$ cat config.mk
export PLATFORM = sky130hd
export DESIGN_NAME = hpc_cfg_regs
export DESIGN_NICKNAME = d
export VERILOG_FILES = /design/src/design/hpc_pkg.sv /design/src/design/hpc_cfg_regs.sv
export SDC_FILE = /design/constraint.sdc
export NUM_CORES = 1
export LEC_CHECK = 0
export ABC_AREA = 1
export CAP_MARGIN = 30
export CORE_UTILIZATION = 30
export CTS_BUF_LIST = sky130_fd_sc_hd__clkbuf_8 sky130_fd_sc_hd__clkbuf_16
export DETAILED_ROUTE_END_ITERATION = 12
export DONT_BUFFER_PORTS = 1
export PLACE_DENSITY = 0.51
export RECOVER_POWER = 100
export SLEW_MARGIN = 25
export SYNTH_ARGS = -nofsm -noshare
export SYNTH_HDL_FRONTEND = slang
export SYNTH_SLANG_ARGS = --single-unit
$ cat constraint.sdc
create_clock -name clk -period 1.2 [get_ports clk]
set_clock_uncertainty 0.2 [all_clocks]
set_input_delay 0 -clock clk [delete_from_list [all_inputs] [get_ports clk]]
set_output_delay 0 -clock clk [all_outputs]
set_load 0.01 [all_outputs]
$ cat src/design/hpc_pkg.sv
// Package for the heater PID controller: configuration, stage and mode types,
// register index codes. No dependencies.
`timescale 1ns / 1ps

package hpc_pkg;

    localparam int CFG_IDX_W  = 3;
    localparam int CFG_DATA_W = 24;

    localparam logic [CFG_IDX_W-1:0] CFG_KP_GAIN      = 3'd0;
    localparam logic [CFG_IDX_W-1:0] CFG_KI_GAIN      = 3'd1;
    localparam logic [CFG_IDX_W-1:0] CFG_KD_GAIN      = 3'd2;
    localparam logic [CFG_IDX_W-1:0] CFG_INTEGRAL_MIN = 3'd3;
    localparam logic [CFG_IDX_W-1:0] CFG_INTEGRAL_MAX = 3'd4;
    localparam logic [CFG_IDX_W-1:0] CFG_FUNC_RANGE   = 3'd5;
    localparam logic [CFG_IDX_W-1:0] CFG_FULL_DRIVE   = 3'd6;

    localparam logic [14:0] FUNC_RANGE_RESET = 15'd160;
    localparam logic [7:0]  FULL_DRIVE_RESET = 8'd255;

    localparam int SUM_W   = 42;
    localparam int SHIFT_W = 12;

    typedef enum logic [1:0] {
        MODE_IDLE = 2'd0,
        MODE_FULL = 2'd1,
        MODE_OFF  = 2'd2,
        MODE_PID  = 2'd3
    } mode_t;

    typedef struct packed {
        logic [15:0]        kp_gain;
        logic [15:0]        ki_gain_per_tick;
        logic [15:0]        kd_gain;
        logic signed [23:0] integral_min;
        logic signed [23:0] integral_max;
        logic [14:0]        functional_range;
        logic [7:0]         full_drive;
    } cfg_t;

    // error stage result
    typedef struct packed {
        logic signed [16:0] err;
        logic signed [23:0] acc;
        logic signed [16:0] diff;
        mode_t              mode;
        logic [7:0]         drive;
    } front_t;

    // product stage result
    typedef struct packed {
        logic signed [32:0] p_term;
        logic signed [39:0] i_term;
        logic signed [32:0] d_term;
        mode_t              mode;
        logic [7:0]         drive;
    } prod_t;

endpackage

$ cat src/design/hpc_cfg_regs.sv
// Configuration register bank for the heater PID controller.
// Uses hpc_pkg for index codes and the cfg_t struct.
`timescale 1ns / 1ps

module hpc_cfg_regs
(
    input  logic                             clk,
    input  logic                             rst_n,
    input  logic                             cfg_wr_en,
    input  logic [hpc_pkg::CFG_IDX_W-1:0]    cfg_index,
    input  logic [hpc_pkg::CFG_DATA_W-1:0]   cfg_data,
    output hpc_pkg::cfg_t                    cfg
);

    hpc_pkg::cfg_t cfg_reg;

    always_ff @(posedge clk or negedge rst_n)
    begin
        if (!rst_n)
        begin
            cfg_reg.kp_gain          <= '0;
            cfg_reg.ki_gain_per_tick <= '0;
            cfg_reg.kd_gain          <= '0;
            cfg_reg.integral_min     <= '0;
            cfg_reg.integral_max     <= '0;
            cfg_reg.functional_range <= hpc_pkg::FUNC_RANGE_RESET;
            cfg_reg.full_drive       <= hpc_pkg::FULL_DRIVE_RESET;
        end
        else if (cfg_wr_en)
        begin
            unique case (cfg_index)
                hpc_pkg::CFG_KP_GAIN:      cfg_reg.kp_gain          <= cfg_data[15:0];
                hpc_pkg::CFG_KI_GAIN:      cfg_reg.ki_gain_per_tick <= cfg_data[15:0];
                hpc_pkg::CFG_KD_GAIN:      cfg_reg.kd_gain          <= cfg_data[15:0];
                hpc_pkg::CFG_INTEGRAL_MIN: cfg_reg.integral_min     <= $signed(cfg_data[23:0]);
                hpc_pkg::CFG_INTEGRAL_MAX: cfg_reg.integral_max     <= $signed(cfg_data[23:0]);
                hpc_pkg::CFG_FUNC_RANGE:   cfg_reg.functional_range <= cfg_data[14:0];
                hpc_pkg::CFG_FULL_DRIVE:   cfg_reg.full_drive       <= cfg_data[7:0];
                default: ;
            endcase
        end
    end

    assign cfg = cfg_reg;

endmodule

# [Word level (Yosys, flattened, before mapping)]
# Index checks and enable logic that the tools add are counted.
[totals] elab_cells=21 reg_bits=119 output_inout_bits=119 in_bits=30
[classes] reduce_logical=8 n_eq_ne=6
[ops] cell="AND reduction 2 bit" count=7
[ops] cell="== test 3 bit (second input constant)" count=3
[ops] cell="== test 3 x 2 -> 1 bit (second input constant)" count=2
[ops] cell="== test 3 x 1 -> 1 bit (second input constant)" count=1
[ops] cell="zero test 3 bit" count=1

# [Depth between registers and ports, before layout]
[logic_depth] depth_word=2 depth_mapped=6 ltp_nobuf=5

# [Worst setup path before layout]
# OpenSTA, ideal clock, no wires.
[synth_path] kind="input -> register" start="in cfg_wr_en" end="reg cfg_reg (netlist bit cfg[87])" path_slack_ns=0.211 arrival_ns=0.724 cell_stages=6 t_required_ns=0.935 setup_time_ns=0.065 cell_sequence="inv_1 nor2_4 buf_2 buf_4 nand3_1 nand2_1"
[synth_via] elab_chain_cells=1
[synth_lines] item="from (decl)" line="hpc_cfg_regs.sv:9" rtl="input logic cfg_wr_en,"
[synth_lines] item="AND reduction 2 bit (no source line)"
[synth_lines] item="to (decl)" line="hpc_cfg_regs.sv:15" rtl="hpc_pkg::cfg_t cfg_reg;"
# No other way between the ends.
# A chain may end at the register's enable or synchronous reset.

# [Worst setup path after layout]
[layout_path] start="reg cfg_reg (netlist bit cfg[6])" end="out cfg[6] (netlist bit)"
[layout_lines] item="to (decl)" line="hpc_cfg_regs.sv:12" rtl="output hpc_pkg::cfg_t cfg"
# No word-level cell between the ends.

==> flow_summary_export.csv <==
group,metric,value,unit
synth,syn_nets,555,
clock_network,htreeDepth,4,
timing,hold_viol_final,211,
timing,slew_violations,0,
placed_design,dpl_cell_area,4979,um^2
die,io_pins,149,
placed_design,place.port_buffers,0,
critical_path,ff2ff_path_depth,2,
final_layout,diodes,0,
final_layout,fin_area,5832,um^2
clock_network,cts_root_buf,"clkbuf_16",
routing,avgViaCountPerCell,4.651,
critical_path,crit_type,"flip-flop to primary output",
routing,drc,0,
final_layout,post-route-util,38.08,%
die,die_h,127.9,um
global_routing,gr-usage-all-layers,18.01,%
power_and_ir_drop,leakage,3.069,nW
critical_path,reg2reg_from,"cfg[2]",
power_and_ir_drop,p_clk_share,41.6,%
final_layout,regArea,2990,um^2
global_routing,grt_pass1_wl,21.60,mm
die,die_area,16370,um^2
power_and_ir_drop,power_density,2005,nW/um^2
die,rows,45,
routing,wirelength,13.97,mm
placed_design,hpwl,9.379,mm
final_layout,fillers,1556,
status,status,"finished, violations left",
critical_path,timing.rr.end,"cfg[2]",
final_layout,nets,594,
timing,slew_headroom,65.27,%
power_and_ir_drop,p_seq_share,49.7,%
final_layout,final_common_cell,"nand2_1",
clock_network,clk_latency,0.41,ns
timing,finalSetupViolations,0,
critical_path,r2r_setup_slack,0.24,ns
power_and_ir_drop,switchingPower,3.346,mW
clock_network,cts_buffers,17,
die,initial_core_util,31.07,%
synth,ys_seq_area_share,62.85,%
status,failed_checks,"negative hold slack",
clock_network,clk_pin_slew,0.05,ns
critical_path,path_max_fanout,2,
final_layout,instances_no_fill,788,
timing,rsz0062_at_grt,"yes",
synth,ys_types,17,
global_routing,grt_pass1_vias,3549,
final_layout,multi_input_area,1577,um^2
critical_path,cp-start-kind,"flip-flop",
routing,drt-wirelength-per-cell,17.73,um
die,dieWidth,127.9,um
timing,timing.final.crit_share,98.25,%
timing,final.setup.worst_slack,0.02096,ns
synth,ys_ff_latch,119,
power_and_ir_drop,combPwrFrac,8.7,%
global_routing,globalRouteOverflowTotal,0,
timing,setup_tns,0,ns
global_routing,grt_max_degree,120,
routing,vias,3665,
clock_network,cts_sinks,119,
final_layout,largest_reg_flops,119,
routing,first_pass_iters,4,
clock_network,post-cts-setup-buffers,0,
timing,whs,-0.9190,ns
critical_path,crit_required,1.00,ns
routing,dr.first_iter.drc_count,189,
power_and_ir_drop,p_int,8.348,mW
flow_run,maxCapViolCount,0,
final_layout,drive_gt1_share,11.09,%
critical_path,arrival,0.98,ns
placed_design,place_worst_setup_slack,0.1114,ns
critical_path,endpoint_kind,"primary output",
worst_hold_path,hold_class,"input pin to async pin",
timing,worst_pin_slew,0.5192,ns
global_routing,antenna_found_initial,0,
synth,netlist_area,4758,um^2
placed_design,gp_congestion,0.7414,
clock_network,cts_hold_buf,31,
timing,fmax,0.8481,GHz
synth,synth_area_per_cell,9.063,um^2
synth,ys_warn_count,0,
routing,ant_nets,0,
power_and_ir_drop,netSwitchingFraction,28.61,%
die,core,15310,um^2
power_and_ir_drop,ir_drop,0.9140,mV
final_layout,area_growth,22.56,%
final_layout,layout_common_cells,"nand2_1 (293), dfrtp_1 (109), nand3_1 (72), dlygate4sd3_1 (30), clkbuf_16 (17)",
clock_network,cts_tree,"yes",
synth,syn_inst,525,
placed_design,place_inst,726,
timing,period_needed,1.179,ns
clock_network,ctsLongestPathBuffers,2,
-- cells in the mapped netlist --
master,number,area share [%]
nor2_8,2,0.84
nor2_1,1,0.079
nand2_2,1,0.13
nand2_4,3,0.71
inv_2,3,0.24
buf_6,5,1.2
dfstp_2,10,5.5
clkbuf_1,2,0.16
inv_1,3,0.24
buf_2,7,0.74
nor2_4,2,0.47
buf_4,8,1.3
nor2_2,2,0.26
nand2_1,293,23
buf_1,2,0.16
dfrtp_1,109,57
nand3_1,72,7.6
-- stage by stage --
stage               hold slack, ns  power (mW)
finish                     -0.9190       11.69
detailed placement         -0.4932       6.765
CTS                        -0.9391       11.85
global route               -0.9351       12.24
global placement           -0.4931       6.709
floorplan                  -0.4956       6.359
-- layout make-up --
type	instances	share of cell area, %
Inverter	6	0.3862
Sequential cell	119	51.28
Tap cell	211	4.527
Timing Repair Buffer	44	7.037
Multi-Input combinational cell	376	27.03
Clock buffer	19	7.767
Clock inverter	13	1.974
-- timing repair --
item,CTS,global route
gates cloned,0,0
endpoints found under the setup margin,2,34
endpoints found under the hold margin,238,190
resized for setup,0,1
-- worst reg2reg max path: stages, from the launching register on --
cell and delay, ns:
dfstp_2 0.56, nand2_1 0.06, nand2_1 0.08
-- metal layers --
| metal | GRT usage (%) | vias to the layer above | share of wire, % |
|---|---|---|---|
| li1 | - | 1723 | - |
| met1 | 21.84 | 1785 | 42 |
| met2 | 29.25 | 130 | 49 |
| met3 | 5.760 | 27 | 6.9 |
| met4 | 8.097 | 0 | 2.4 |
| met5 | 0 | - | 0 |
-- worst max path at each step --
| stage | slack [ns] | cells after the start | to | from |
|---|---|---|---|---|
| 2_1_floorplan | 0.21 | 6 | cfg[87] | cfg_wr_en |
| 3_3_place_gp | 0.14 | 6 | cfg[82] | cfg_wr_en |
| 3_5_place_dp | 0.11 | 6 | cfg[73] | cfg_wr_en |
| 4_1_cts | -0.01 | 0 | cfg[6] | cfg[6] |
| 5_1_grt | -0.01 | 0 | cfg[6] | cfg[6] |
| 6_report | 0.02 | 0 | cfg[6] | cfg[6] |
-- power groups by stage --
stage / Combinational [mW] / Clock, mW / Sequential, mW
final: 1.02 / 4.86 / 5.81
after global routing: 1.20 / 5.14 / 5.90
after CTS: 1.04 / 4.98 / 5.84
after detailed placement: 0.876 / 0 / 5.89
after global placement: 0.829 / 0 / 5.88
after floorplan: 0.731 / 0 / 5.63
-- kinds of logic (layout without fill, tap and decap cells) --
| logic type | count (synthesis) | count (layout) | share of synthesized area [%] |
|---|---|---|---|
| buffers and inverters | 30 | 82 | 3.971 |
| and+or+nand+nor | 376 | 376 | 33.18 |
| DFF | 119 | 119 | 62.85 |
(Power assumes the default switching activity.)
