### src/design/hpc_pkg.sv
// Package for the heater PID controller: configuration, stage and mode types,
// register index codes. No dependencies.
`timescale 1ns / 1ps

package hpc_pkg;

    localparam int CFG_IDX_W  = 3;
    localparam int CFG_DATA_W = 24;

    localparam logic [CFG_IDX_W-1:0] CFG_KP_GAIN      = 3'd0;
    localparam logic [CFG_IDX_W-1:0] CFG_KI_GAIN      = 3'd1;
    localparam logic [CFG_IDX_W-1:0] CFG_KD_GAIN      = 3'd2;
    localparam logic [CFG_IDX_W-1:0] CFG_INTEGRAL_MIN = 3'd3;
    localparam logic [CFG_IDX_W-1:0] CFG_INTEGRAL_MAX = 3'd4;
    localparam logic [CFG_IDX_W-1:0] CFG_FUNC_RANGE   = 3'd5;
    localparam logic [CFG_IDX_W-1:0] CFG_FULL_DRIVE   = 3'd6;

    localparam logic [14:0] FUNC_RANGE_RESET = 15'd160;
    localparam logic [7:0]  FULL_DRIVE_RESET = 8'd255;

    localparam int SUM_W   = 42;
    localparam int SHIFT_W = 12;

    typedef enum logic [1:0] {
        MODE_IDLE = 2'd0,
        MODE_FULL = 2'd1,
        MODE_OFF  = 2'd2,
        MODE_PID  = 2'd3
    } mode_t;

    typedef struct packed {
        logic [15:0]        kp_gain;
        logic [15:0]        ki_gain_per_tick;
        logic [15:0]        kd_gain;
        logic signed [23:0] integral_min;
        logic signed [23:0] integral_max;
        logic [14:0]        functional_range;
        logic [7:0]         full_drive;
    } cfg_t;

    // error stage result
    typedef struct packed {
        logic signed [16:0] err;
        logic signed [23:0] acc;
        logic signed [16:0] diff;
        mode_t              mode;
        logic [7:0]         drive;
    } front_t;

    // product stage result
    typedef struct packed {
        logic signed [32:0] p_term;
        logic signed [39:0] i_term;
        logic signed [32:0] d_term;
        mode_t              mode;
        logic [7:0]         drive;
    } prod_t;

endpackage

### src/design/hpc_in_if.sv
// Input channel of the heater PID controller: valid/ready plus one sample word.
// Depends on nothing.
`timescale 1ns / 1ps

interface hpc_in_if;
    logic               valid;
    logic               ready;
    logic signed [15:0] measured_temp;
    logic signed [15:0] setpoint_temp;
    logic               heater_idle;

    modport source (output valid, output measured_temp, output setpoint_temp,
                    output heater_idle, input ready);
    modport sink   (input valid, input measured_temp, input setpoint_temp,
                    input heater_idle, output ready);
endinterface

### src/design/hpc_front.sv
// Accept stage: error, band decision, integral clamp, D samples, tick counter.
// Uses hpc_pkg types and the hpc_in_if channel.
`timescale 1ns / 1ps

module hpc_front
#(
    parameter int TICKS_PER_SAMPLE = 10
)
(
    input  logic              clk,
    input  logic              rst_n,
    input  hpc_pkg::cfg_t     cfg,
    hpc_in_if.sink            in_ch,
    input  logic              down_ready,
    output logic              down_valid,
    output hpc_pkg::front_t   down_data
);

    localparam int TW = $clog2(TICKS_PER_SAMPLE + 1);
    localparam logic [TW-1:0] TICK_WRAP = TW'(TICKS_PER_SAMPLE);

    logic                 valid_reg;
    hpc_pkg::front_t      data_reg;
    hpc_pkg::front_t      data_next;

    logic signed [23:0]   integral_reg, integral_next;
    logic signed [15:0]   older_reg, older_next;
    logic signed [15:0]   newer_reg, newer_next;
    logic [TW-1:0]        tick_reg, tick_next, tick_inc;

    logic                 load;
    logic signed [16:0]   err;
    logic signed [16:0]   range_pos;
    logic signed [16:0]   range_neg;
    logic signed [24:0]   acc_sum;
    logic signed [23:0]   acc_clamped;

    assign in_ch.ready = !valid_reg || down_ready;
    assign load        = in_ch.valid && in_ch.ready;

    assign err       = {in_ch.setpoint_temp[15], in_ch.setpoint_temp}
                     - {in_ch.measured_temp[15], in_ch.measured_temp};
    assign range_pos = $signed({2'b00, cfg.functional_range});
    assign range_neg = -range_pos;
    assign acc_sum   = {integral_reg[23], integral_reg} + {{8{err[16]}}, err};
    assign tick_inc  = tick_reg + TW'(1);

    always_comb
    begin
        // min check wins, so crossed limits still land on one of them
        priority if (acc_sum < $signed({cfg.integral_min[23], cfg.integral_min}))
            acc_clamped = cfg.integral_min;
        else if (acc_sum > $signed({cfg.integral_max[23], cfg.integral_max}))
            acc_clamped = cfg.integral_max;
        else
            acc_clamped = acc_sum[23:0];
    end

    always_comb
    begin
        tick_next     = (tick_inc == TICK_WRAP) ? '0 : tick_inc;
        integral_next = integral_reg;
        older_next    = older_reg;
        newer_next    = newer_reg;

        data_next.err   = err;
        data_next.acc   = acc_clamped;
        data_next.diff  = {older_reg[15], older_reg} - {newer_reg[15], newer_reg};
        data_next.drive = '0;

        priority if (in_ch.heater_idle)
        begin
            data_next.mode = hpc_pkg::MODE_IDLE;
            integral_next  = '0;
        end
        else if (err > range_pos)
        begin
            data_next.mode  = hpc_pkg::MODE_FULL;
            data_next.drive = cfg.full_drive;
        end
        else if (err < range_neg || in_ch.setpoint_temp == 16'sd0)
        begin
            data_next.mode = hpc_pkg::MODE_OFF;
        end
        else
        begin
            data_next.mode = hpc_pkg::MODE_PID;
            integral_next  = acc_clamped;
            if (tick_next == '0)
            begin
                older_next = newer_reg;
                newer_next = in_ch.measured_temp;
            end
        end
    end

    always_ff @(posedge clk or negedge rst_n)
    begin
        if (!rst_n)
        begin
            valid_reg    <= 1'b0;
            integral_reg <= '0;
            older_reg    <= '0;
            newer_reg    <= '0;
            tick_reg     <= '0;
        end
        else
        begin
            if (in_ch.ready)
                valid_reg <= in_ch.valid;
            if (load)
            begin
                integral_reg <= integral_next;
                older_reg    <= older_next;
                newer_reg    <= newer_next;
                tick_reg     <= tick_next;
            end
        end
    end

    always_ff @(posedge clk)
    begin
        if (load)
            data_reg <= data_next;
    end

    assign down_valid = valid_reg;
    assign down_data  = data_reg;

endmodule

### src/flat_wrapper.sv
// flat-port wrapper written by rule: the top's interface ports become plain ports
module hpc_front_flat 
#(
    parameter int TICKS_PER_SAMPLE = 10
)
  (clk, rst_n, cfg, down_ready, down_valid, down_data, in_ch_valid, in_ch_measured_temp, in_ch_setpoint_temp, in_ch_heater_idle, in_ch_ready);
  hpc_in_if in_ch_i ();
  input  logic clk;
  input  logic rst_n;
  input  hpc_pkg::cfg_t cfg;
  input  logic down_ready;
  output logic down_valid;
  output hpc_pkg::front_t down_data;
  input wire logic [$bits(in_ch_i.valid)-1:0] in_ch_valid;
  input wire logic [$bits(in_ch_i.measured_temp)-1:0] in_ch_measured_temp;
  input wire logic [$bits(in_ch_i.setpoint_temp)-1:0] in_ch_setpoint_temp;
  input wire logic [$bits(in_ch_i.heater_idle)-1:0] in_ch_heater_idle;
  output wire logic [$bits(in_ch_i.ready)-1:0] in_ch_ready;
  assign in_ch_i.valid = in_ch_valid;
  assign in_ch_i.measured_temp = in_ch_measured_temp;
  assign in_ch_i.setpoint_temp = in_ch_setpoint_temp;
  assign in_ch_i.heater_idle = in_ch_heater_idle;
  assign in_ch_ready = in_ch_i.ready;
  hpc_front #(.TICKS_PER_SAMPLE(TICKS_PER_SAMPLE)) u_core (.clk(clk), .rst_n(rst_n), .cfg(cfg), .in_ch(in_ch_i), .down_ready(down_ready), .down_valid(down_valid), .down_data(down_data));
endmodule
### config.mk
export PLATFORM = sky130hd
export DESIGN_NAME = hpc_front_flat
export DESIGN_NICKNAME = d
export VERILOG_FILES = /design/src/design/hpc_pkg.sv /design/src/design/hpc_in_if.sv /design/src/design/hpc_front.sv /design/src/flat_wrapper.sv
export SDC_FILE = /design/constraint.sdc
export NUM_CORES = 1
export LEC_CHECK = 0
export BUFFER_PORTS_ARGS = -buffer_cell sky130_fd_sc_hd__buf_2
export CORE_AREA = 2 2 184 186
export CTS_BUF_LIST = sky130_fd_sc_hd__clkbuf_4 sky130_fd_sc_hd__clkbuf_8
export CTS_CLUSTER_DIAMETER = 200
export DETAILED_ROUTE_END_ITERATION = 16
export DIE_AREA = 0 0 186 188
export GPL_TIMING_DRIVEN = 0
export PLACE_DENSITY = 0.52
export RECOVER_POWER = 25
export SYNTH_ARGS = -nofsm -noshare
export SYNTH_HDL_FRONTEND = slang
export SYNTH_SLANG_ARGS = --single-unit
export TNS_END_PERCENT = 1
### constraint.sdc
create_clock -name clk -period 4.5 [get_ports clk]
set_input_delay 0.225 -clock clk [delete_from_list [all_inputs] [get_ports clk]]
set_output_delay 0.225 -clock clk [all_outputs]
set_load 0.005 [all_outputs]
Word-level counts from Yosys, hierarchy flattened
Index checks and enable logic that the tools add are counted.

word-level totals
  register bits after elaboration = 129
  bits in latches = 0
  bits in writable memories = 0
  memory bits (read-only) = 0
  bits of input ports = 156
  output and inout port bits = 70
  word-level logic and storage cells = 44
  memories = 0

operators by class
  add/sub/neg operators = 5
  multiply operators = 0
  divide/modulo/power cells = 0
  $lt $le $gt $ge = 4
  eq/ne operators = 3
  shift-type cells = 0
  mux-type cells = 8
  bitwise operators = 3
  reductions and logical operators = 10

operators by type and width
  cell                                         count
  two-way mux 24 bit                           5
  subtractor 16 x 16 -> 17 bit                 2
  adder 24 x 17 -> 25 bit                      1
  > comparator 25 x 24 -> 1 bit                1
  less-than comparator 25 x 24 -> 1 bit        1
  > comparator 17 x 16 -> 1 bit                1
  less-than comparator 17 bit                  1
  negation 15 -> 17 bit                        1
  logical NOT 16 bit                           1
  AND reduction 5 bit                          1
  adder 4 x 1 -> 4 bit, second input constant  1
  equality test 4 bit, second input constant   1
  logical NOT 4 bit                            1
  two-way mux 4 bit                            1
  != test 2 bit, second input constant         2
  OR reduction 2 bit                           2
  inverter 1 bit                               3
  AND reduction 3 bit                          1
  logical OR 1 bit                             2
  two-way mux 1 bit                            2
  logical AND 1 bit                            1
  logical NOT 1 bit                            1

Logic depth before layout (Yosys ltp)
  depth in word-level cells = 8
  mapped depth = 29
  gate-level depth less buffers = 28

Worst setup path before layout
OpenSTA, ideal clock, no wires.

  kind = input to register
  from = in in_ch_measured_temp[2]
  to = reg u_core.data_reg, in the netlist u_core.down_data[47] (data pin)
  library setup time = 0.265 ns
  data arrival time = 5.553 ns
  data required time = 4.235 ns
  setup slack = -1.318 ns
  stages = 26
  path buffers = 3
  cell sequence = inv_1 > ha_1 > nor2b_1 > o31a_1 > o211ai_2 > a32oi_2 > a31oi_1 > ha_1 > clkbuf_1 > a21oi_1 > nand3_1 > nor3_1 > o31ai_1 > a31oi_1 > xnor2_1 > ha_1 > or2_2 > or3_1 > a221o_1 > o22ai_1 > a31o_2 > buf_2 > buf_2 > nor2_1 > a311oi_1 > nor2_1

RTL lines
  item                  RTL line            source
  from (decl)           flat_wrapper.sv:15  input wire logic [$bits(in_ch_i.measured_temp)-1:0] in_ch_measured_temp;
  to (signal assigned)  hpc_front.sv:124    data_reg <= data_next;
  to (decl)             hpc_front.sv:23     hpc_pkg::front_t data_reg;

==> impl_metrics.json <==
{
  "reg2reg_slack_ns": -0.62,
  "place_hpwl_mm": 23.8,
  "clk_path_buf_depth": 2,
  "path_max_fanout": 7,
  "grt_pass1_wl_mm": 47.1,
  "endpoint_kind": "flip-flop",
  "largest_reg_flops": 68,
  "mostFrequentLayoutCells": "buf_2 (179), inv_1 (138), ha_1 (125)",
  "hold_path.class": "input pin to flip-flop",
  "cts_buffers": 17,
  "cp-start-kind": "input pin",
  "worst_ep_required_time_ns": 4.83,
  "clock.fmax_ghz": 0.180,
  "crit_start": "in_ch_measured_temp[2]",
  "multi_input_area_sq_mm": 0.00675,
  "synthCells": 1081,
  "synth_compound_area_share_pct": 17.9,
  "synth-warning-count": 0,
  "synthFlopType": "edfxtp_1",
  "die_w_microns": 186,
  "clkTransAtPathRegs_ns": 0.09,
  "slew_viol_final": 62,
  "ant_nets": 0,
  "synth-simple-area-share_pct": 14.2,
  "grt_pass1_vias": 8767,
  "outcome": "finished with violations",
  "clock_latency_ns": 0.45,
  "num_vias": 8876,
  "antenna_found_initial": 2,
  "cp.arrival_ns": 5.89,
  "failed_checks": "max-capacitance violations, max-slew violations, negative setup slack",
  "synth-seq-area-share_pct": 35.3,
  "p_leak_nw": 6.18,
  "synth_edf_count": 68,
  "layout_setup_ws_ns": -1.05,
  "overflow": 0,
  "dr.pass1.iters": 5,
  "synthMuxAreaShare_pct": 3.97,
  "ys_async_sr_fraction_pct": 47.3,
  "maxCapViolations": 1,
  "criticalPathCategory": "input pin to flip-flop",
  "fin_skew_ns": 0.0174,
  "layout_commonest_cell": "buf_2",
  "cts.sinks": 129,
  "fin_crit_ns": 5.55,
  "nFillCells": 3309,
  "gp_congestion": 0.891,
  "final_core_util_pct": 40.3,
  "finalSetupViolCount": 48,
  "route.detailed.drc": 0,
  "core_area_sq_mm": 0.0331,
  "wl_per_cell_microns": 17.2,
  "grt_start_max_net_pins": 62,
  "ios": 226,
  "clockRootBuffer": "clkbuf_8",
  "dieArea_sq_mm": 0.0350,
  "reg2reg_from": "u_core.integral_reg[0]$_DFFE_PN0P_",
  "viasPerCell": 4.97,
  "initial_core_util_pct": 30.6,
  "synth_area_per_cell_sq_um": 9.36,
  "cts_tree": "built",
  "ys_ff_latch": 129,
  "maxSlewHeadroom_pct": -134,
  "drive_gt1_share_pct": 29.2,
  "grtUsageTotal_pct": 17.5,
  "port_buffers": 177,
  "synthXorXnorAreaFrac_pct": 4.50,
  "htreeDepth": 4,
  "peakVddDrop_mv": 0.428,
  "p_per_area_mw_per_mm2": 714,
  "area_delta_synth_final_pct": 31.7,
  "min-delay-start": "in_ch_measured_temp[2]",
  "rsz0062_at_grt": "yes",
  "fp.dieH_microns": 188,
  "synth_nets": 1381,
  "wl_mm": 30.7,
  "finalHoldWorstSlack_ns": 0.0500,
  "rows": 67,
  "worst_slew_pin_slew_ns": 3.50,
  "layout.nets": 1624,
  "finalPower_mw": 9.52,
  "fin_crit_sh_pct": 123,
  "drt-initial-drc-count": 419,
  "synth_cell_types": 73,
  "hold_viol": 0,
  "regArea_sq_mm": 0.00357,
  "synth_fa_ha_area_share_pct": 18.0,
  "synth_top_family_by_area": "adder cells",
  "syn_area_sq_mm": 0.0101
}
[worst max-delay path, stage by stage]
cell and delay (ns):
buf_2 0.10, inv_2 0.07, ha_4 0.21, nor2b_2 0.15, o31a_1 0.34, o211ai_2 0.26
a32oi_4 0.18, buf_4 0.18, a31oi_4 0.26, ha_1 0.35, a211oi_2 0.24, nand3_2 0.16
nor4_4 0.36, o31ai_4 0.15, a31oi_4 0.24, xnor2_2 0.13, ha_4 0.29, and3_1 0.16
nand3_2 0.11, a2111oi_4 0.35, o22ai_2 0.13, a31o_4 0.26, buf_8 0.15, and3b_1 0.18
mux2i_2 0.20, o311ai_4 0.17, a22o_1 0.23
[cells in the mapped netlist (5+ instances only)]
cell | number | area, sq um
nor3_1 | 19 | 95.1
nand2b_1 | 8 | 50.1
xor2_1 | 9 | 78.8
a21o_1 | 17 | 128
o21a_1 | 14 | 105
xnor2_1 | 43 | 377
and2_1 | 15 | 93.8
or3_1 | 9 | 56.3
mux2_1 | 16 | 180
ha_1 | 141 | 1760
nand2_1 | 73 | 274
a211o_1 | 5 | 43.8
o21bai_1 | 6 | 45.0
a21oi_1 | 66 | 330
and3_1 | 11 | 68.8
nor4_1 | 9 | 56.3
a31oi_1 | 7 | 43.8
o311ai_0 | 8 | 70.1
dfrtp_1 | 61 | 1530
buf_2 | 8 | 40.0
o211ai_1 | 9 | 67.6
nor2_1 | 67 | 251
o21ai_0 | 62 | 310
clkbuf_1 | 8 | 30.0
nor2b_1 | 13 | 81.3
nand3_1 | 27 | 135
a211oi_1 | 7 | 52.6
a22o_1 | 23 | 201
nand4_1 | 14 | 87.6
inv_1 | 142 | 533
o31a_1 | 5 | 43.8
edfxtp_1 | 68 | 2040
mux2i_1 | 21 | 210
or2_2 | 5 | 31.3
[per-stage QoR]
| stage | instance area [sq um] | cells | setup TNS (ns) | setup slack [ns] |
|---|---|---|---|---|
| final | 13300 | 1787 | -45.94 | -1.05 |
| after global routing | 13300 | 1787 | -60.20 | -1.28 |
| after CTS | 13100 | 1775 | -51.06 | -1.12 |
| after detailed placement | 11800 | 1707 | -121.90 | -2.47 |
| after global placement | 11700 | 1706 | -120.59 | -2.46 |
| after floorplan | 10300 | 1081 | -37.09 | -0.868 |
[report_power, final]
| group | internal [mW] | switching [mW] | leakage, nW |
|---|---|---|---|
| Combinational | 2.67 | 3.62 | 4.56 |
| Sequential | 1.86 | 0.214 | 1.40 |
| Clock | 0.634 | 0.528 | 0.216 |
| Total | 5.17 | 4.36 | 6.18 |
[kinds of logic (layout without fill, tap and decap cells)]
logic type      count (synthesis)  count (layout)
other cells                     0               2
simple gates                  286             286
compound gates                271             271
flops                         129             129
mux                            38              38
buf+inv                       161             417
xor+xnor                       52              52
fa+ha+maj                     144             144
[worst paths after layout]
path                                                       end  cells past startpoint
setup / recovery           u_core.integral_reg[16]$_DFFE_PN0P_                     27
hold / removal                 u_core.newer_reg[2]$_DFFE_PN0P_                      3
setup reg to reg                u_core.down_data[47]$_DFFE_PP_                     23
hold reg to reg                u_core.older_reg[0]$_DFFE_PN0P_                      1
max in group asynchronous  u_core.integral_reg[20]$_DFFE_PN0P_                      2
min in group asynchronous      u_core.older_reg[1]$_DFFE_PN0P_                      2
[per-layer routing]
metal  track usage (%)  vias to the layer above  wire, microns  share of wire, %
met5                 0                        -              0                 0
met4              5.42                        0            590               1.9
met3              2.18                       30           1330               4.3
met2              28.5                      219          14400                47
met1              24.1                     4223          14400                47
li1                  -                     4404              -                 -
[area by class of cell]
| class | count | area share [%] |
|---|---|---|
| buffer | 17 | 1.05 |
| sequential | 129 | 26.8 |
| clock buffer | 20 | 1.97 |
| clock inverter | 12 | 1.37 |
| antenna | 2 | 0.0375 |
| inverter | 142 | 4.07 |
| tap | 448 | 4.20 |
| multi-input combinational | 791 | 50.6 |
| timing repair buffer | 226 | 9.92 |
[timing repair]
action                                 in CTS  in global routing
hold buffers                                3                  0
endpoints found under the hold margin      63                  0
resized for setup                         112                 41
pin swaps                                  55                 26
setup endpoints to repair                  66                 88
buffers inserted                           33                 11
cloned                                      1                  0
(Power assumes the default switching activity.)
