**config.mk**
```make
export PLATFORM = sky130hd
export DESIGN_NAME = hpc_sum_flat
export DESIGN_NICKNAME = d
export VERILOG_FILES = /design/src/design/hpc_pkg.sv /design/src/design/hpc_out_if.sv /design/src/design/hpc_sum.sv /design/src/flat_wrapper.sv
export SDC_FILE = /design/constraint.sdc
export NUM_CORES = 1
export LEC_CHECK = 0
export BUFFER_PORTS_ARGS = -buffer_cell sky130_fd_sc_hd__buf_4
export CAP_MARGIN = 15
export CORE_MARGIN = 1
export CORE_UTILIZATION = 40
export DETAILED_ROUTE_END_ITERATION = 6
export PLACE_DENSITY = 0.66
export SETUP_SLACK_MARGIN = 0.1
export SLEW_MARGIN = 20
export SYNTH_ARGS = -nofsm -noshare
export SYNTH_HDL_FRONTEND = slang
export SYNTH_SLANG_ARGS = --single-unit
export TNS_END_PERCENT = 20
```
**constraint.sdc**
```tcl
create_clock -name clk -period 1.45 [get_ports clk]
set_input_delay 0.145 -clock clk [delete_from_list [all_inputs] [get_ports clk]]
set_output_delay 0.145 -clock clk [all_outputs]
set_load 0.02 [all_outputs]
```
**src/design/hpc_pkg.sv**
```systemverilog
// Package for the heater PID controller: configuration, stage and mode types,
// register index codes. No dependencies.
`timescale 1ns / 1ps

package hpc_pkg;

    localparam int CFG_IDX_W  = 3;
    localparam int CFG_DATA_W = 24;

    localparam logic [CFG_IDX_W-1:0] CFG_KP_GAIN      = 3'd0;
    localparam logic [CFG_IDX_W-1:0] CFG_KI_GAIN      = 3'd1;
    localparam logic [CFG_IDX_W-1:0] CFG_KD_GAIN      = 3'd2;
    localparam logic [CFG_IDX_W-1:0] CFG_INTEGRAL_MIN = 3'd3;
    localparam logic [CFG_IDX_W-1:0] CFG_INTEGRAL_MAX = 3'd4;
    localparam logic [CFG_IDX_W-1:0] CFG_FUNC_RANGE   = 3'd5;
    localparam logic [CFG_IDX_W-1:0] CFG_FULL_DRIVE   = 3'd6;

    localparam logic [14:0] FUNC_RANGE_RESET = 15'd160;
    localparam logic [7:0]  FULL_DRIVE_RESET = 8'd255;

    localparam int SUM_W   = 42;
    localparam int SHIFT_W = 12;

    typedef enum logic [1:0] {
        MODE_IDLE = 2'd0,
        MODE_FULL = 2'd1,
        MODE_OFF  = 2'd2,
        MODE_PID  = 2'd3
    } mode_t;

    typedef struct packed {
        logic [15:0]        kp_gain;
        logic [15:0]        ki_gain_per_tick;
        logic [15:0]        kd_gain;
        logic signed [23:0] integral_min;
        logic signed [23:0] integral_max;
        logic [14:0]        functional_range;
        logic [7:0]         full_drive;
    } cfg_t;

    // error stage result
    typedef struct packed {
        logic signed [16:0] err;
        logic signed [23:0] acc;
        logic signed [16:0] diff;
        mode_t              mode;
        logic [7:0]         drive;
    } front_t;

    // product stage result
    typedef struct packed {
        logic signed [32:0] p_term;
        logic signed [39:0] i_term;
        logic signed [32:0] d_term;
        mode_t              mode;
        logic [7:0]         drive;
    } prod_t;

endpackage

```
**src/design/hpc_out_if.sv**
```systemverilog
// Output channel of the heater PID controller: valid/ready plus drive word.
// Uses hpc_pkg for the mode type.
`timescale 1ns / 1ps

interface hpc_out_if;
    logic          valid;
    logic          ready;
    logic [7:0]    drive_level;
    hpc_pkg::mode_t control_mode;

    modport source (output valid, output drive_level, output control_mode,
                    input ready);
    modport sink   (input valid, input drive_level, input control_mode,
                    output ready);
endinterface

```
**src/design/hpc_sum.sv**
```systemverilog
// Output stage: term sum, scale by 2^-12, clamp, and the output register.
// Uses hpc_pkg types and the hpc_out_if channel.
`timescale 1ns / 1ps

module hpc_sum
#(
    parameter int DRIVE_CLAMP = 255
)
(
    input  logic              clk,
    input  logic              rst_n,
    input  logic              up_valid,
    output logic              up_ready,
    input  hpc_pkg::prod_t    up_data,
    hpc_out_if.source         out_ch
);

    localparam logic [7:0] CLAMP = 8'(DRIVE_CLAMP);
    localparam int QW = hpc_pkg::SUM_W - hpc_pkg::SHIFT_W;

    logic                              valid_reg;
    logic [7:0]                        drive_reg, drive_next;
    hpc_pkg::mode_t                    mode_reg;
    logic signed [hpc_pkg::SUM_W-1:0]  sum;
    logic [QW-1:0]                     quot;

    assign up_ready = !valid_reg || out_ch.ready;

    assign sum  = hpc_pkg::SUM_W'(up_data.p_term) + hpc_pkg::SUM_W'(up_data.i_term)
                + hpc_pkg::SUM_W'(up_data.d_term);
    assign quot = sum[hpc_pkg::SUM_W-1:hpc_pkg::SHIFT_W];

    always_comb
    begin
        drive_next = up_data.drive;
        if (up_data.mode == hpc_pkg::MODE_PID)
        begin
            // non-positive sum gives zero drive
            if (sum[hpc_pkg::SUM_W-1] || sum == '0)
                drive_next = '0;
            else if ((|quot[QW-1:8]) || quot[7:0] > CLAMP)
                drive_next = CLAMP;
            else
                drive_next = quot[7:0];
        end
    end

    always_ff @(posedge clk or negedge rst_n)
    begin
        if (!rst_n)
            valid_reg <= 1'b0;
        else if (up_ready)
            valid_reg <= up_valid;
    end

    always_ff @(posedge clk)
    begin
        if (up_ready && up_valid)
        begin
            drive_reg <= drive_next;
            mode_reg  <= up_data.mode;
        end
    end

    assign out_ch.valid        = valid_reg;
    assign out_ch.drive_level  = drive_reg;
    assign out_ch.control_mode = mode_reg;

endmodule
```
**src/flat_wrapper.sv**
```systemverilog
// flat-port wrapper written by rule: the top's interface ports become plain ports
module hpc_sum_flat 
#(
    parameter int DRIVE_CLAMP = 255
)
  (clk, rst_n, up_valid, up_ready, up_data, out_ch_valid, out_ch_drive_level, out_ch_control_mode, out_ch_ready);
  hpc_out_if out_ch_i ();
  input  logic clk;
  input  logic rst_n;
  input  logic up_valid;
  output logic up_ready;
  input  hpc_pkg::prod_t up_data;
  output wire logic [$bits(out_ch_i.valid)-1:0] out_ch_valid;
  output wire logic [$bits(out_ch_i.drive_level)-1:0] out_ch_drive_level;
  output wire logic [$bits(out_ch_i.control_mode)-1:0] out_ch_control_mode;
  input wire logic [$bits(out_ch_i.ready)-1:0] out_ch_ready;
  assign out_ch_valid = out_ch_i.valid;
  assign out_ch_drive_level = out_ch_i.drive_level;
  assign out_ch_control_mode = out_ch_i.control_mode;
  assign out_ch_i.ready = out_ch_ready;
  hpc_sum #(.DRIVE_CLAMP(DRIVE_CLAMP)) u_core (.clk(clk), .rst_n(rst_n), .up_valid(up_valid), .up_ready(up_ready), .up_data(up_data), .out_ch(out_ch_i));
endmodule
```
# After elaboration in Yosys (flattened, before gate mapping)
# Index checks and enable logic that the tools add are counted.
# op_classes
n_eq_ne	1
bitwise	0
div_mod_pow	0
order_cmp	1
reduce_logical	7
n_mux	3
add_sub_neg	2
n_shift	0
mul	0
# ops
op	n
$add 41x33->42	1
$logic_not 42->1	1
$add 33x40->41	1
$mux 8	3
$reduce_or 22->1	1
$gt 8x8->1 const B	1
$logic_or 1x1->1	3
$eq 2x2->1 const B	1
$logic_and 1x1->1	1
$logic_not 1->1	1
# word_totals
wordCells	17
inputBits	120
latch_bits	0
reg_bits	11
out_inout_bits	12
romBits	0
ramBits	0
memories	0

# Longest topological paths before layout
# Gate-level depths: netlist (run 1).
# logic_depth
word_depth	7
ltp_mapped	15
mapped_depth_nobuf	14

# Worst setup path before layout (run 1)
# No wires, ideal clock.
# synth_timing
path_type	input to register
start	input up_data[27] (netlist bit)
end	register u_core.drive_reg[5] (netlist: u_core.out_ch.drive_level[5]) (data pin)
n_path_buf	1
t_required_ns	1.189
path_slack_ns	-2.363
setup_ns	0.261
stages	15
arrival_time_ns	3.552
cell_sequence	inv_1 -> fa_1 -> inv_1 -> ha_1 -> buf_6 -> nand4_4 -> nor3_1 -> a221oi_2 -> a21oi_2 -> or4b_1 -> a2111o_1 -> a2111o_1 -> nor4_4 -> a21boi_2 -> a221o_1
# synth_via
elab_chain_len	6
word_cells_on_any_way	9
classes_between	add/sub: 1; order compare: 1; mux: 3; reduce/logical: 4
# synth_lines
item	line	text
from (decl)	flat_wrapper.sv:12	input hpc_pkg::prod_t up_data;
$add 41x33->42 (*)	hpc_sum.sv:30	+ hpc_pkg::SUM_W'(up_data.d_term);
$gt 8x8->1 or $reduce_or 22->1 (tied branches)	hpc_sum.sv:41	else if ((|quot[QW-1:8]) || quot[7:0] > CLAMP)
$logic_or 1x1->1	hpc_sum.sv:41	
$mux 8	hpc_sum.sv:41	
$mux 8 (*)	hpc_sum.sv:39	if (sum[hpc_pkg::SUM_W-1] || sum == '0)
$mux 8 (*)	hpc_sum.sv:36	if (up_data.mode == hpc_pkg::MODE_PID)
named net u_core.drive_next[5]	hpc_sum.sv:22	logic [7:0] drive_reg, drive_next;
to (signal assigned)	hpc_sum.sv:60	drive_reg <= drive_next;
to (decl)	hpc_sum.sv:22	
# The timed path passes the listed nets; every way through them passes the cells marked *.
# A chain may end at the register's enable or synchronous reset.

# Final worst setup path (run 1)
# layout_timing
start	input up_data[94] (netlist bit)
end	register u_core.drive_reg[6] (netlist: u_core.out_ch.drive_level[6]) (data pin)
# layout_via
elab_chain_len	7
word_cells_on_any_way	10
classes_between	add/sub: 2; order compare: 1; mux: 3; reduce/logical: 4
# layout_lines
item	line	text
$add 33x40->41 (*)	hpc_sum.sv:29	assign sum = hpc_pkg::SUM_W'(up_data.p_term) + hpc_pkg::SUM_W'(up_data.i_term)
$add 41x33->42 (*)	hpc_sum.sv:30	
$gt 8x8->1 or $reduce_or 22->1 (tied branches)	hpc_sum.sv:41	
$logic_or 1x1->1	hpc_sum.sv:41	
$mux 8	hpc_sum.sv:41	
$mux 8 (*)	hpc_sum.sv:39	
$mux 8 (*)	hpc_sum.sv:36	
named net u_core.drive_next[6]	hpc_sum.sv:22	
# Marked as above.

==> summary.txt, run 1 <==
Route
  – Drt drc: 0
  – Vias per std cell: ~5.4
  – Routed len/inst: ~16 um
  – DRT Wirelength: roughly 14000 um
  – Number of DRC markers in iteration 0: between 200 and 300
  – Number of nets with antenna violations after routing: 0
  – Pre-antenna DRT Iters: 5
  – Via count: approximately 5000

Setup path
  – Reg-to-Reg Start: u_core.out_ch.valid
  – Reg2Reg Capture Point: u_core.out_ch.drive_level[5]
  – Worst R2R Setup Slack: about 0.21 ns
  – Critical Path RT: between 1 and 1.5 ns
  – WP data arrival: about 3.8 ns
  – CP Class: in2reg
  – Setup crit end kind: flip-flop
  – Max Fanout on Critical Path: 7
  – Nature of the critical path startpoint: input port
  – R2R depth: 2

Hold path
  – Worst Hold Path Cells: 1
  – Hold endpoint: u_core.out_ch.control_mode[0]
  – Worst hold path class: in2reg
  – Hold Crit Start: up_data[8]

Clock network
  – Clk slew on worst S/H paths: 0.05 ns
  – Num CTS Buffers: 3
  – Clock Latency Late Sink: around 0.24 ns
  – Longest Clk Path Bufs: 2
  – CTS tree: yes
  – CTS Sinks: 11
  – CTS Root Cell: clkbuf_8
  – H-tree depth: 1

Final layout
  – Final #Nets: around 970
  – N_diodes: 0
  – Layout cell share with drive strength beyond 1: a little under 50%
  – Util after Layout: a little under three quarters
  – Max reg flops: 8
  – Area grow syn2layout: 71.4%
  – Number of fill cells: roughly 780

Logic synthesis
  – Seq/Total Area, Yosys: just over 8%
  – Average cell area after synthesis: about 8 um^2
  – Netlist cell types: 66
  – Syn_nets: a little under 700
  – Post-synthesis async set-or-reset flop share: under 10%
  – Yosys Warn Count: 0
  – Dominant synthesized flop cell: edfxtp_1
  – Mapped Cells: 476
  – Synth Cell Area: 3920 um^2
  – Number of synthesized flops with an enable pin: 10
  – FF+latch count, synth: 11

STA
  – Fin. max-slew vios: 0
  – Final Hold Fails: 0
  – Worst-Margin Slew: around 0.64 ns
  – Setup repair after global routing missed its margin: true
  – Max_slew headroom: a little under three fifths
  – Final Setup Violations: 8
  – Clock Skew: approximately 0.0015 ns
  – Hold WS: roughly 0.090 ns
  – Achievable Freq: between 0.2 and 0.3 GHz
  – Min Clock Period, post-route: 3.83 ns
  – Tcrit/Tclk final: 264%
  – Setup WS post-layout: -2.38 ns

Job
  – Max-cap violations: 0

Die
  – Initial core utilization: approximately two fifths
  – Die area: between 10000 and 15000 um^2
  – Core Box Area: between 9000 and 10000 um^2
  – Std-Cell Rows: 35
  – Die Ht: between 100 and 150 um
  – Die width: 101 um
  – IO Pins: between 100 and 150

Global route
  – First-pass GRT wire length: roughly 22000 um
  – Initial antenna violation count: 0
  – Pin count of the biggest net entering global routing: 11
  – Global route overflow: 0
  – Number of global-route vias before repair: ~4800
  – All-Layer GR Usage: between 20% and 30%

Run status
  – Failing checks: setup timing
  – Status: finished with violations

Power and ir drop
  – Pleak: approximately 3.1 nW
  – PwrDens: around 860 nW/um^2
  – Peak VDD IR: 0.403 mV

Placed design
  – Post-DP HPWL: 11800 um
  – Port Buf Inserts: between 100 and 150
  – GP Congestion: around 0.95
## logic make-up (layout without fill, tap and decap cells)
kind of cell / after synthesis / in the layout / share of synthesized area (%)
compound gates: 167 / 167 / 28.4
xor+xnor: 16 / 16 / 3.58
fa+ha+maj: 81 / 81 / 33.7
buf+inv: 44 / 339 / 5.27
simple gates: 151 / 151 / 19.1
mux: 6 / 6 / 1.60
flops: 11 / 11 / 8.30
## critical path, cell delays in order
cell	delay, ns
buf_6	0.09
fa_1	0.59
ha_4	0.24
a21oi_4	0.19
o21ai_2	0.10
a221oi_2	0.33
a21oi_2	0.10
or4b_1	0.48
a2111o_1	0.39
a2111o_1	0.41
nor4_4	0.32
a21boi_2	0.14
a221o_1	0.29
## cells in the mapped netlist, types with 3 or more instances
| library cell | n | share of area [%] |
|---|---|---|
| buf_6 | 3 | 0.86 |
| nor2b_1 | 5 | 0.80 |
| o21a_1 | 6 | 1.1 |
| a211oi_1 | 8 | 1.5 |
| nor3_1 | 8 | 1.0 |
| inv_1 | 24 | 2.3 |
| o211ai_1 | 9 | 1.7 |
| mux2i_1 | 4 | 1.0 |
| clkbuf_2 | 3 | 0.38 |
| buf_2 | 6 | 0.77 |
| nand2b_1 | 5 | 0.80 |
| nor2_1 | 38 | 3.6 |
| o2111ai_1 | 3 | 0.67 |
| fa_1 | 41 | 21 |
| o22ai_1 | 3 | 0.48 |
| o21ai_0 | 27 | 3.4 |
| nand3_1 | 10 | 1.3 |
| o21bai_1 | 7 | 1.3 |
| o21ai_1 | 7 | 0.89 |
| nor4_1 | 4 | 0.64 |
| a21oi_1 | 51 | 6.5 |
| a221o_1 | 7 | 1.8 |
| xnor2_1 | 9 | 2.0 |
| nand2_1 | 48 | 4.6 |
| o31a_1 | 3 | 0.67 |
| o221ai_1 | 3 | 0.67 |
| a21o_1 | 7 | 1.3 |
| nand4_1 | 15 | 2.4 |
| clkbuf_1 | 5 | 0.48 |
| or3_1 | 4 | 0.64 |
| xor2_1 | 7 | 1.6 |
| edfxtp_1 | 10 | 7.7 |
| ha_1 | 40 | 13 |
## metal layers
metal	routed length, um	track usage, %	up-vias
met5	0	0	-
met4	316	7.47	0
met3	634	2.29	27
met2	6950	47.9	170
met1	6290	35.6	2310
li1	-	-	2368
## cells in the final DEF, fill, tap and decap left out, types with 3 or more instances in the layout
master	instances
a21o_1	7
nor2_1	37
o21bai_1	5
a211oi_1	5
a211oi_2	3
nand2b_1	5
inv_1	22
nand4_1	15
fa_1	38
xnor2_1	9
xor2_1	7
o221ai_1	3
nor3_1	7
mux2i_1	4
nand3_1	10
o21ai_0	22
a21oi_1	45
o21ai_1	9
ha_4	15
ha_1	24
a221o_1	7
o211ai_1	9
a21oi_2	5
o31a_1	3
buf_4	304
a21oi_4	3
o21a_1	6
fa_2	3
nor2b_1	5
buf_6	6
edfxtp_1	10
nand2_1	46
o21ai_2	3
clkbuf_8	3
or3_1	4
## worst max-delay path by stage
stage	startpoint	end	depth (start not counted)
2_1_floorplan	up_data[27]	u_core.out_ch.drive_level[5]	15
3_3_place_gp	up_data[38]	u_core.out_ch.drive_level[6]	14
3_5_place_dp	up_data[38]	u_core.out_ch.drive_level[6]	14
4_1_cts	up_data[12]	u_core.out_ch.drive_level[6]	13
5_1_grt	up_data[50]	u_core.out_ch.drive_level[6]	13
6_report	up_data[94]	u_core.out_ch.drive_level[6]	13
## per-stage QoR
step                      std cells  instance area (um^2)  power (mW)  setup slack, ns  setup TNS (ns)
after global routing            900                  6710        6.21            -2.52          -19.89
after detailed placement        889                  6270        4.95            -2.82          -22.40
after floorplan                 476                  3940        2.73            -2.31          -18.45
after global placement          889                  6270        4.89            -2.69          -21.43
after CTS                       894                  6420        5.38            -2.33          -18.45
final                           900                  6710        5.76            -2.38          -18.89
## repair_timing
item	CTS	global route
endpoints found under the setup margin	8	8
pin swaps	9	27
setup buffers	0	6
endpoints found under the hold margin	1	0
resized for setup	16	45
hold buffers	1	0
## power breakdown
| group | internal, mW | switching, mW |
|---|---|---|
| Combinational | 2.61 | 2.44 |
| Clock | 0.189 | 0.121 |
| Sequential | 0.388 | 0.0101 |
| Total | 3.19 | 2.57 |
## cell type report
cell class / count / area (um^2) / area share [%]
Inverter: 24 / 97.6 / 1.45
Tap cell: 129 / 161 / 2.40
Clock inverter: 1 / 5.00 / 0.0746
Timing Repair Buffer: 311 / 2360 / 35.2
Multi-Input combinational cell: 421 / 3720 / 55.5
Clock buffer: 3 / 41.3 / 0.615
Sequential cell: 11 / 325 / 4.85
Power figures use the tool's default switching activity.
==> run 2: changes to the inputs <==
- RECOVER_POWER: unset -> 25
==> run 2 against run 1 <==
Count of clock-buffer cells in the layout unchanged. Non-clock buffer count stayed put. Final area shrank 0.11%. Power about the same. Sequential power about the same. Critical path type unchanged. The run still ends with setup timing left. Fmax up 0.25%. Routed wire length is essentially flat.
==> summary.txt, run 2 (synthesis results as in run 1) <==
STA
  – Final Setup Violations: 8 (unchanged)
  – Max_slew headroom: 56.5% (unchanged)
  – Final Hold Fails: 0 (unchanged)
  – Setup WS post-layout: -2.38 ns (about the same)
  – Tcrit/Tclk final: 264% (about the same)
  – Worst-Margin Slew: 0.645 ns (unchanged)
  – Min Clock Period, post-route: 3.83 ns (about the same)
  – Setup repair after global routing missed its margin: true (unchanged)
  – Achievable Freq: 0.261 GHz (about the same)
  – Clock Skew: 0.00213 ns (was 0.00150 ns)
  – Fin. max-slew vios: 0 (unchanged)

Placed design
  – Port Buf Inserts: 131 (unchanged)
  – Post-DP HPWL: 11800 um (unchanged)
  – Placed Instance Area: 6270 um^2 (unchanged)
  – GP Congestion: 0.954 (unchanged)

Final layout
  – Max reg flops: 8 (unchanged)
  – Number of fill cells: 786 (was 784)
  – Commonest non-fill, non-tap cell in the layout: buf_4 (unchanged)
  – Sequential Area: 325 um^2 (unchanged)
  – Final #Nets: 973 (unchanged)
  – Area grow syn2layout: 71.2% (was 71.4%)
  – N_diodes: 0 (unchanged)
  – Area occupied by multi-input gates: 3720 um^2 (unchanged)
  – Layout cell share with drive strength beyond 1: 47.9% (was 48.1%)
  – Most frequent cells in the layout: 299 x buf_4, 46 x nand2_1, 45 x a21oi_1 (was 304 x buf_4, 46 x nand2_1, 45 x a21oi_1)
  – Final Cell Area: 6710 um^2 (about the same)

Setup path
  – WP data arrival: 3.81 ns (was 3.82 ns)
  – Worst path max stage delay: 0.59 ns (about the same)
  – R2R depth: 2 (unchanged)
  – Buffers & Inverters on Critical Path: 1 (unchanged)
  – CP most frequent cell: a2111o_1 (unchanged)
  – Nature of the critical path startpoint: input port (unchanged)
  – CP delay by family, top: compound AO/OA/AOI/OAI gates (unchanged)
  – Slowest CP cell: fa_1 (unchanged)
  – Max Fanout on Critical Path: 7 (unchanged)
  – Worst-path cell chain: buf_6 -> fa_1 -> ha_4 -> a21oi_4 -> o21ai_2 -> a221oi_2 -> a21oi_2 -> or4b_1 -> a2111o_1 -> a2111o_1 -> nor4_4 -> a21boi_2 -> a221o_1 (unchanged)
  – CP Class: in2reg (unchanged)
  – Setup crit end kind: flip-flop (unchanged)
  – Critical Path RT: 1.44 ns (about the same)
  – Worst path depth: 13 (unchanged)

Hold path
  – Worst hold path class: in2reg (unchanged)
  – Worst Hold Path Cells: 2 (was 1)

Global route
  – Number of global-route vias before repair: 4764 (unchanged)
  – Pin count of the biggest net entering global routing: 11 (unchanged)
  – First-pass GRT wire length: 21700 um (unchanged)
  – Initial antenna violation count: 0 (unchanged)
  – All-Layer GR Usage: 27.2% (unchanged)
  – Global route overflow: 0 (unchanged)

Clock network
  – Clk slew on worst S/H paths: 0.05 ns (about the same)
  – CTS Sinks: 11 (unchanged)
  – CTS tree: yes (unchanged)
  – Clock Latency Late Sink: 0.24 ns (about the same)
  – Num CTS Buffers: 3 (unchanged)
  – H-tree depth: 1 (unchanged)
  – Longest Clk Path Bufs: 2 (unchanged)
  – CTS Root Cell: clkbuf_8 (unchanged)

Die
  – IO Pins: 132 (unchanged)
  – Initial core utilization: 41.8% (unchanged)
  – Die Ht: 101 um (unchanged)
  – Die width: 101 um (unchanged)
  – Std-Cell Rows: 35 (unchanged)
  – Core Box Area: 9370 um^2 (unchanged)
  – Die area: 10200 um^2 (unchanged)

Route
  – DRT Wirelength: 14200 um (about the same)
  – Pre-antenna DRT Iters: 6 (was 5)
  – Routed len/inst: 15.8 um (about the same)
  – Via count: 4882 (was 4875)
  – Number of nets with antenna violations after routing: 0 (unchanged)
  – Drt drc: 0 (unchanged)
  – Number of DRC markers in iteration 0: 254 (was 258)
  – Vias per std cell: 5.42 (about the same)

Power and ir drop
  – Pleak: 3.06 nW (was 3.07 nW)
  – Peak VDD IR: 0.402 mV (was 0.403 mV)
  – PwrDens: 858 nW/um^2 (about the same)
  – Power, Total: 5.76 mW (about the same)

Run status
  – Failing checks: setup timing (unchanged)
  – Status: finished with violations (unchanged)

Job
  – Max-cap violations: 0 (unchanged)
run 2: timing repair:
action,CTS,global route
endpoints found under the setup margin,8,8
hold endpoints to repair,1,0
hold buffers,1,0
pin swaps,9,27
setup buffers,0,6
gates resized for setup,16,45
run 2: final timing paths:
path | slack, ns | start | to
worst max-delay path | -2.38 | up_data[94] | u_core.out_ch.drive_level[6]
worst min-delay path | 0.1 | up_valid | u_core.out_ch.valid
worst max register to register | 0.21 | u_core.out_ch.valid | u_core.out_ch.drive_level[5]
worst min register to register | 0.54 | u_core.out_ch.valid | u_core.out_ch.valid
max in group asynchronous | 1.13 | rst_n | u_core.out_ch.valid
min in group asynchronous | 0.24 | rst_n | u_core.out_ch.valid
run 2: power breakdown:
part           internal, mW  switching, mW
Combinational          2.61           2.44
Clock                 0.189          0.122
Sequential            0.388         0.0101
run 2: routing by layer:
metal | share of wire [%] | wire [um] | vias to the layer above | global-route usage, %
met1 | 44 | 6260 | 2313 | 35.6
met2 | 49 | 6920 | 172 | 47.9
met5 | 0 | 0 | - | 0
li1 | - | - | 2368 | -
met3 | 4.8 | 679 | 29 | 2.29
met4 | 2.3 | 328 | 0 | 7.47
run 2: worst register-to-register path, cell delays in order (launching register included):
cell and delay [ns]:
dfrtp_1 0.37, nand2b_1 0.11, and2_1 0.40
run 2: layout make-up:
class | instances | area share (%)
clock buffer | 3 | 0.616
clock inverter | 1 | 0.0746
inverter | 24 | 1.46
multi-input combinational | 421 | 55.5
sequential | 11 | 4.85
tap | 129 | 2.41
timing repair buffer | 311 | 35.1
run 2: stage by stage:
stage               instances  hold WS [ns]  setup TNS (ns)  utilization, %  setup WS (ns)
global placement          889       -0.0792          -21.43            66.9          -2.69
CTS                       894        0.0855          -18.45            68.5          -2.33
detailed placement        889       -0.0788          -22.40            66.9          -2.82
finish                    900        0.0989          -18.81            71.5          -2.38
global route              900         0.109          -19.89            71.5          -2.52
floorplan                 476        -0.151          -18.45               -          -2.31
==> run 3: changes to the inputs <==
- PLACE_DENSITY: 0.66 -> unset
- PLACE_DENSITY_LB_ADDON: unset -> 0.25
==> run 3 against run 2 <==
The run still ends with setup timing left. Clock skew is 0.00077 ns higher. Setup slack better by 0.051 ns. Count of clock-buffer cells in the layout is 1 higher. Highest routed layer unchanged.
==> summary.txt, run 3 (synthesis results as in run 1) <==
Run status
  – Status: finished with violations (unchanged)
  – Failing checks: setup timing (unchanged)

Route
  – Vias per std cell: 5.39 (was 5.42)
  – Routed len/inst: 15.4 um (was 15.8 um)
  – Pre-antenna DRT Iters: 5 (was 6)
  – Via count: 4891 (was 4882)
  – Number of DRC markers in iteration 0: 306 (was 254)
  – Drt drc: 0 (unchanged)
  – DRT Wirelength: 14000 um (was 14200 um)
  – Number of nets with antenna violations after routing: 0 (unchanged)

Setup path
  – R2R depth: 2 (unchanged)
  – Nature of the critical path startpoint: input port (unchanged)
  – Worst R2R Setup Slack: 0.19 ns (was 0.21 ns)
  – Setup crit end kind: flip-flop (unchanged)
  – CP Class: in2reg (unchanged)
  – Critical Path RT: 1.43 ns (was 1.44 ns)
  – Max Fanout on Critical Path: 7 (unchanged)
  – WP data arrival: 3.76 ns (was 3.81 ns)

Die
  – IO Pins: 132 (unchanged)
  – Std-Cell Rows: 35 (unchanged)
  – Die area: 10200 um^2 (unchanged)
  – Core Box Area: 9370 um^2 (unchanged)
  – Die Ht: 101 um (unchanged)
  – Die width: 101 um (unchanged)
  – Initial core utilization: 41.8% (unchanged)

Clock network
  – Clk slew on worst S/H paths: 0.05 ns (about the same)
  – CTS Root Cell: clkbuf_8 (unchanged)
  – Num CTS Buffers: 3 (unchanged)
  – H-tree depth: 1 (unchanged)
  – Clock Latency Late Sink: 0.23 ns (was 0.24 ns)
  – CTS Sinks: 11 (unchanged)
  – Longest Clk Path Bufs: 2 (unchanged)
  – CTS tree: yes (unchanged)

Hold path
  – Worst Hold Path Cells: 2 (unchanged)
  – Worst hold path class: in2reg (unchanged)

Global route
  – Initial antenna violation count: 0 (unchanged)
  – First-pass GRT wire length: 21700 um (about the same)
  – All-Layer GR Usage: 26.3% (was 27.2%)
  – Number of global-route vias before repair: 4859 (was 4764)
  – Global route overflow: 0 (unchanged)
  – Pin count of the biggest net entering global routing: 11 (unchanged)

Final layout
  – Commonest non-fill, non-tap cell in the layout: buf_4 (unchanged)
  – Area grow syn2layout: 75.0% (was 71.2%)
  – Final #Nets: 981 (was 973)
  – Layout cell share with drive strength beyond 1: 49.9% (was 47.9%)
  – Max reg flops: 8 (unchanged)
  – N_diodes: 0 (unchanged)
  – Number of fill cells: 743 (was 786)
  – Most frequent cells in the layout: 308 x buf_4, 47 x nand2_1, 40 x fa_1 (was 299 x buf_4, 46 x nand2_1, 45 x a21oi_1)
  – Finished Layout Cells: 908 (was 900)

Placed design
  – GP Congestion: 0.908 (was 0.954)
  – Port Buf Inserts: 131 (unchanged)
  – Pre-CTS WS: -2.68 ns (was -2.82 ns)
  – Post-DP HPWL: 11400 um (was 11800 um)
  – Dpl cells: 894 (was 889)

Power and ir drop
  – PwrDens: 862 nW/um^2 (was 858 nW/um^2)
  – Peak VDD IR: 0.403 mV (was 0.402 mV)
  – Pleak: 3.09 nW (was 3.06 nW)

STA
  – Clock Skew: 0.00291 ns (was 0.00213 ns)
  – Hold WS: 0.122 ns (was 0.0989 ns)
  – Final Hold Fails: 0 (unchanged)
  – Setup TNS: -18.50 ns (was -18.81 ns)
  – Max_slew headroom: 47.0% (was 56.5%)
  – Min Clock Period, post-route: 3.77 ns (was 3.83 ns)
  – Fin. max-slew vios: 0 (unchanged)
  – Worst-Margin Slew: 0.790 ns (was 0.645 ns)
  – Setup WS post-layout: -2.32 ns (was -2.38 ns)
  – Achievable Freq: 0.265 GHz (was 0.261 GHz)
  – Final Setup Violations: 8 (unchanged)
  – Tcrit/Tclk final: 260% (was 264%)
  – Setup repair after global routing missed its margin: true (unchanged)

Job
  – Max-cap violations: 0 (unchanged)
## run 3: changes by cell type in the layout (fill, tap and decap cells not counted), moves of 2 or more
cell and delta:
ha_1 -3, fa_2 -2, nor2_2 +2, a21oi_2 +7, buf_4 +9, a21oi_1 -8
ha_4 +2, fa_1 +2, nor2_1 -2
## run 3: layout make-up
| class | count | area [um^2] | area share [%] |
|---|---|---|---|
| clock buffers | 4 | 45.0 | 0.657 |
| inverters | 24 | 97.6 | 1.42 |
| multi-input cells | 421 | 3820 | 55.7 |
| flip-flops and latches | 11 | 325 | 4.74 |
| well taps | 129 | 161 | 2.35 |
| repair buffers | 319 | 2410 | 35.1 |
## run 3: worst paths after layout
kind                                     start                            to
min in group asynchronous                rst_n           u_core.out_ch.valid
max in group asynchronous                rst_n           u_core.out_ch.valid
max reg2reg                u_core.out_ch.valid  u_core.out_ch.drive_level[7]
min                                   up_valid           u_core.out_ch.valid
min reg2reg                u_core.out_ch.valid           u_core.out_ch.valid
max                                up_data[14]  u_core.out_ch.drive_level[4]
## run 3: critical path: stages
cell	delay [ns]
buf_4	0.12
fa_2	0.61
ha_4	0.23
a21oi_2	0.16
o22ai_2	0.13
o2111ai_2	0.27
a21oi_2	0.10
or4b_1	0.48
a2111o_1	0.38
a2111o_1	0.42
nor4_4	0.30
a21boi_4	0.12
a221o_1	0.28
## run 3: timing repair
item                       in CTS  in global routing
gates resized for setup        34                 40
setup endpoints to repair       8                  8
pin swaps                      28                 23
hold buffers                    1                  0
setup buffers                   5                  4
hold endpoints to repair        1                  0
## run 3: stage by stage
step	instance area (um^2)	util, %	power [mW]
5_1_grt	6860	73.2	6.36
2_1_floorplan	3940	-	2.73
3_3_place_gp	6310	67.3	4.88
6_report	6860	73.2	5.91
3_5_place_dp	6310	67.3	4.96
4_1_cts	6590	70.3	5.51
## run 3: power by group
part | leakage, nW | total (mW) | switching (mW) | internal, mW
sequential | 0.106 | 0.396 | 0.00857 | 0.388
combinational | 2.97 | 5.22 | 2.52 | 2.70
clock | 0.0228 | 0.300 | 0.107 | 0.192
## run 3: metal layers
| layer | up-vias | track usage [%] | routed length (um) |
|---|---|---|---|
| met4 | 0 | 3.57 | 95 |
| li1 | 2383 | - | - |
| met3 | 10 | 1.53 | 749 |
| met2 | 170 | 47.8 | 7050 |
| met5 | - | 0 | 0 |
| met1 | 2328 | 35.1 | 6090 |
